## config.mk

```make
export PLATFORM = sky130hd
export DESIGN_NAME = edm_root
export DESIGN_NICKNAME = d
export VERILOG_FILES = /design/src/edm_pkg.sv /design/src/edm_root.sv
export SDC_FILE = /design/constraint.sdc
export NUM_CORES = 2
export LEC_CHECK = 0
export BUFFER_PORTS_ARGS = -buffer_cell sky130_fd_sc_hd__buf_2
export CORE_ASPECT_RATIO = 1.75
export CORE_MARGIN = 2
export CORE_UTILIZATION = 60
export DETAILED_ROUTE_END_ITERATION = 12
export PLACE_DENSITY = 0.77
export SYNTH_ARGS = -nofsm -noshare
export SYNTH_HDL_FRONTEND = slang
export SYNTH_SLANG_ARGS = --single-unit
export TNS_END_PERCENT = 20
```

## constraint.sdc

```tcl
create_clock -name clk -period 34.6 [get_ports clk]
set_input_delay 1.73 -clock clk [delete_from_list [all_inputs] [get_ports clk]]
set_output_delay 1.73 -clock clk [all_outputs]
set_load 0.02 [all_outputs]
```

## src/edm_pkg.sv

```systemverilog
// ----------------------------------------------------------------------------
// edm_pkg: shared types and constants
// Register indexes, field widths and controller states for the mean
// epipolar distance block.
// ----------------------------------------------------------------------------
package edm_pkg;

	localparam int CFG_W       = 64;
	localparam int CFG_IDX_W   = 3;
	localparam int COORD_FRAC  = 4;
	localparam int DIST_W      = 20;
	localparam int SUM_W       = 48;
	localparam int CAP_LOG     = 58;  // |N| is capped at 2^CAP_LOG
	localparam int M_W         = 63;  // 16 * capped |N|
	localparam int SQ_W        = 127; // squares and root trial values
	localparam int S_W         = 64;  // l0^2 + l1^2
	localparam int LMAG_W      = 32;  // |l0|, |l1| after normalization (up to 2^31)
	localparam int STEP_W      = 6;

	localparam int DEF_COORD_W = 16;
	localparam int DEF_COEF_W  = 32;
	localparam int DEF_COUNT_W = 24;

	typedef enum logic [CFG_IDX_W-1:0] {
		CFG_PAIR_A = 3'd0,
		CFG_PAIR_B = 3'd1,
		CFG_PAIR_C = 3'd2,
		CFG_PAIR_D = 3'd3,
		CFG_CORNER = 3'd4
	} cfg_idx_t;

	typedef enum logic [3:0] {
		ST_IDLE,
		ST_LINE,
		ST_NORM,
		ST_DOT,
		ST_LAUNCH,
		ST_WAIT,
		ST_ACC,
		ST_DIV,
		ST_OUT
	} state_t;

	typedef enum logic [1:0] {
		RT_IDLE,
		RT_SQR,
		RT_ROOT,
		RT_DONE
	} root_state_t;

endpackage

```

## src/edm_root.sv

```systemverilog
// ----------------------------------------------------------------------------
// edm_root: bit-serial distance unit
// Squares S = a0^2 + a1^2 and M^2 by shift-add, then finds the largest
// q < 2^20 with q^2 * S <= M^2, one quotient bit per cycle.
// ----------------------------------------------------------------------------
module edm_root (
	input  logic                                clk,
	input  logic                                arst_n,
	input  logic                                start,
	input  logic [edm_pkg::LMAG_W-1:0]          a0,
	input  logic [edm_pkg::LMAG_W-1:0]          a1,
	input  logic [edm_pkg::M_W-1:0]             m,
	output logic                                done,
	output logic [edm_pkg::DIST_W-1:0]          q
);

	edm_pkg::root_state_t rt_q, rt_d;
	logic [edm_pkg::STEP_W-1:0] step_q;
	logic [edm_pkg::LMAG_W-1:0] a0_q, a1_q;
	logic [edm_pkg::M_W-1:0]    m_q, sh0_q, sh1_q, shm_q;
	logic [edm_pkg::S_W-1:0]    s_q, s_next;
	logic [edm_pkg::SQ_W-1:0]   msq_q, msq_next;
	logic [edm_pkg::SQ_W-1:0]   p_q, ts_q, ss_q, cand;
	logic [edm_pkg::DIST_W-1:0] q_q;
	logic                       take;

	always_comb begin
		s_next = (s_q << 1)
			+ (sh0_q[edm_pkg::M_W-1] ? edm_pkg::S_W'(a0_q) : '0)
			+ (sh1_q[edm_pkg::M_W-1] ? edm_pkg::S_W'(a1_q) : '0);
		msq_next = (msq_q << 1) + (shm_q[edm_pkg::M_W-1] ? edm_pkg::SQ_W'(m_q) : '0);
		// trial (q | 2^b)^2 * S = P + (T << (b+1)) + (S << 2b)
		cand = p_q + ts_q + ss_q;
		take = (cand <= msq_q);
	end

	always_comb begin
		rt_d = rt_q;
		unique case (rt_q)
			edm_pkg::RT_IDLE: begin
				if (start) rt_d = edm_pkg::RT_SQR;
			end
			edm_pkg::RT_SQR: begin
				if (step_q == '0) rt_d = edm_pkg::RT_ROOT;
			end
			edm_pkg::RT_ROOT: begin
				if (step_q == '0) rt_d = edm_pkg::RT_DONE;
			end
			edm_pkg::RT_DONE: begin
				rt_d = edm_pkg::RT_IDLE;
			end
			default: rt_d = edm_pkg::RT_IDLE;
		endcase
	end

	always_ff @(posedge clk or negedge arst_n) begin
		if (!arst_n) begin
			rt_q   <= edm_pkg::RT_IDLE;
			step_q <= '0;
		end else begin
			rt_q <= rt_d;
			if (rt_q == edm_pkg::RT_IDLE)
				step_q <= edm_pkg::STEP_W'(edm_pkg::M_W - 1);
			else if (rt_q == edm_pkg::RT_SQR && step_q == '0)
				step_q <= edm_pkg::STEP_W'(edm_pkg::DIST_W - 1);
			else if (step_q != '0)
				step_q <= step_q - 1'b1;
		end
	end

	always_ff @(posedge clk) begin
		unique case (rt_q)
			edm_pkg::RT_IDLE: begin
				if (start) begin
					a0_q  <= a0;
					a1_q  <= a1;
					m_q   <= m;
					sh0_q <= edm_pkg::M_W'(a0);
					sh1_q <= edm_pkg::M_W'(a1);
					shm_q <= m;
					s_q   <= '0;
					msq_q <= '0;
				end
			end
			edm_pkg::RT_SQR: begin
				s_q   <= s_next;
				msq_q <= msq_next;
				sh0_q <= sh0_q << 1;
				sh1_q <= sh1_q << 1;
				shm_q <= shm_q << 1;
				p_q   <= '0;
				ts_q  <= '0;
				ss_q  <= edm_pkg::SQ_W'(s_next) << (2 * (edm_pkg::DIST_W - 1));
			end
			edm_pkg::RT_ROOT: begin
				if (take) p_q <= cand;
				ts_q <= (ts_q >> 1) + (take ? ss_q : '0);
				ss_q <= ss_q >> 2;
				q_q  <= {q_q[edm_pkg::DIST_W-2:0], take};
			end
			edm_pkg::RT_DONE: begin
			end
			default: begin
			end
		endcase
	end

	assign done = (rt_q == edm_pkg::RT_DONE);
	assign q    = q_q;

endmodule

```

==> results.md <==
* Post-Syn Nets at 6948
* Gate Count Post-Synth at 6202
* Total die area at 0.107 mm^2
* Post-synthesis area per instance at 10.1 um^2
* Status: finished with violations
* HP Start: q[5]$_DFFE_PP_
* Setup-failing EPs final at 0
* #FFs+latches synth at 890
* Slowest CP cell: a2111oi_1
* Register area share after synthesis at 0.425
* Maximum net fanout on the critical path at 75
* Cts hold-fix bufs at 0
* Synth Cell Area at 0.0628 mm^2
* MaxCap Viol Count at 0
* Vias per cell at 6.40
* Max frequency at 0.0793 GHz
* Wirelength per Cell at 24.9 um
* H-tree level count at 3
* CTS buffer count at 84
* Die H at 432 um
* First-pass GRT wire length at 289000 um
* Initial core utilization at 0.602
* Reg2Reg Capture Point: ts_q[113]$_SDFFCE_PN0P_
* Post-DP Area at 0.0644 mm^2
* Clock sinks at 890
* Total global-route track usage at 0.350
* Clock Skews at 30.3 ps
* Setup Buffers After CTS at 0
* I/O pin total at 151
* Largest net degree at the start of global routing at 145
* Worst Path Required at 35020 ps
* Ys async rst share at 0.00899
* DRC violations left at 10
* Failing checks: design-rule violations
* DRT Pass-1 Iters at 10
* Final #Nets at 6921
* Commonest non-fill, non-tap cells in the layout: edfxtp_1, nor2_1, and2_1
* Total negative slack at 0 ps
* Area growth from synthesis to layout at 7.12%
* Number of gates resized after cts at 0
* Adder-Cell Fraction of Synth Area at 0.139
* CTS tree: yes
* Min-Delay Path Class: reg -> reg
* Crit path launch type: flip-flop
* Synth warn at 0
* Mux share of post-synthesis cell area at 0.0299
* Grt ovf at 0
* Commonest non-fill, non-tap cell in the layout: edfxtp_1
* Initial antenna violation count at 3
* CP Capture Type: flip-flop
* Final Cell Area at 0.0673 mm^2
* Largest family of logic cells by synthesized area: simple AND/OR/NAND/NOR gates
* Vias in the first global route at 50.3k
* Final GP Congestion at 1.02
* Buffers added on ports at 150
* Synth Flop Type: edfxtp_1
* Detailed Place HPWL at 148000 um
* Distinct cells, synth at 92
* RR Startpoint: ts_q[1]$_SDFFCE_PN0P_
* Post-synth EDFFs at 882
* Max-slew violations at 0
* Hold path depth at 0
* RSZ-0062 raised after global routing: false
* Core area at 0.104 mm^2
* Worst skew pair latency at 710 ps
* Slew HR at 0.0769
* Hold EP: q[6]$_DFFE_PP_
* Compound-cell area share of the yosys netlist at 0.144
* Period Utilization, post-route at 0.364
* DRT iter0 DRCs at 4043
* Max clock buf depth at 3
* Flop2flop setup slack at 21990 ps
* Post-route antenna net violation count at 0
* Worst-case reg-to-reg path depth at 38
* Crit-path max cell delay at 930 ps
* Number of fill cells at 8326
* Worst Max-Slew Pin Slew at 1370 ps
* Share of layout cells above drive strength 1 at 0.0862
* Tmin final at 12610 ps
* Clock transition at path regs at 70 ps
* Root Buffer: clkbuf_16
* Std cell rows at 157
* Total Wirelength at 189000 um
* Vias at 48.6k
* Critical path class: reg -> reg
* WP data arrival at 13020 ps
* Xor and xnor area share after synthesis at 0.0556
* Final hold violation count at 0
* Die Width at 249 um
* Post-synthesis simple-gate area fraction at 0.173
## layout make-up
type                    count  area, um^2  area share
diodes                      3        7.51    0.000112
clock buffers              93        2140      0.0317
clock inverters            61         714      0.0106
inverters                 248         936      0.0139
multi-input cells        4767       34100       0.507
flip-flops and latches    890       26700       0.397
well taps                1351        1690      0.0251
repair buffers            184        1020      0.0151
## worst max-delay path: cells and delay by family (launching register included)
kind / cells / cell delay (ps)
AOI/OAI and AO/OA: 17 / 6660
xor gates and xnor gates: 2 / 350
adders and majority gates: 5 / 1670
buffers and inverters: 4 / 1020
DFF: 1 / 400
and+or+nand+nor: 10 / 2140
## registers in the layout, indices dropped and copies added (netlist names)
register,flops
shm_q,63
p_q,127
q,20
a0_q,32
step_q,6
m_q,63
sh0_q,63
ts_q,127
ss_q,102
a1_q,32
msq_q,127
sh1_q,63
s_q,63
rt_q,2
## Yosys cell counts (158+ instances only)
library cell	instances	area share
nand2_1	438	0.026
nand4_1	219	0.022
a21oi_1	498	0.040
and2_1	510	0.051
xnor2_1	266	0.037
mux2_2	158	0.028
edfxtp_1	882	0.42
inv_1	243	0.015
clkbuf_1	259	0.015
a21o_1	233	0.028
nor2_1	517	0.031
o21ai_0	300	0.024
ha_1	479	0.095
## through the flow
| stage | utilization | hold WS (ps) | cells | worst slack, ps |
|---|---|---|---|---|
| 2_1_floorplan | - | 476 | 6202 | 21620 |
| 3_3_place_gp | 0.618 | 436 | 7440 | 22330 |
| 3_5_place_dp | 0.618 | 440 | 7440 | 22260 |
| 4_1_cts | 0.645 | 455 | 7594 | 22200 |
| 5_1_grt | 0.645 | 461 | 7596 | 21380 |
| 6_report | 0.645 | 449 | 7597 | 21990 |
## layer usage
metal / GRT usage / vias up / routed length [um]
met3: 0.0368 / 642 / 8760
met1: 0.381 / 23700 / 68400
met5: 0 / - / 0
met2: 0.632 / 1816 / 96200
li1: - / 22500 / -
met4: 0.260 / 0 / 16200
## worst max path at each step
stage	start	to	slack, ps	depth (start not counted)
finish	ts_q[1]$_SDFFCE_PN0P_	ts_q[113]$_SDFFCE_PN0P_	21990	38
detailed placement	ts_q[1]$_SDFFCE_PN0P_	ts_q[121]$_SDFFCE_PN0P_	22260	38
global route	ts_q[1]$_SDFFCE_PN0P_	ts_q[113]$_SDFFCE_PN0P_	21380	38
global placement	ts_q[1]$_SDFFCE_PN0P_	ts_q[109]$_SDFFCE_PN0P_	22330	38
CTS	ts_q[1]$_SDFFCE_PN0P_	ts_q[113]$_SDFFCE_PN0P_	22200	38
floorplan	start	msq_q[0]$_SDFFCE_PN0P_	21620	2
## logic make-up after synthesis
kind of cell | Yosys count
AO/OA/AOI/OAI | 1445
AND/OR/NAND/NOR | 2139
buffers and inverters | 545
flip-flops | 890
adder cells (fa/ha/maj) | 616
XOR/XNOR | 399
multiplexers | 168
Power is left out: the tool's default activity adds up to more than one toggle a clock period on the data nets, which glitch-free logic cannot reach.
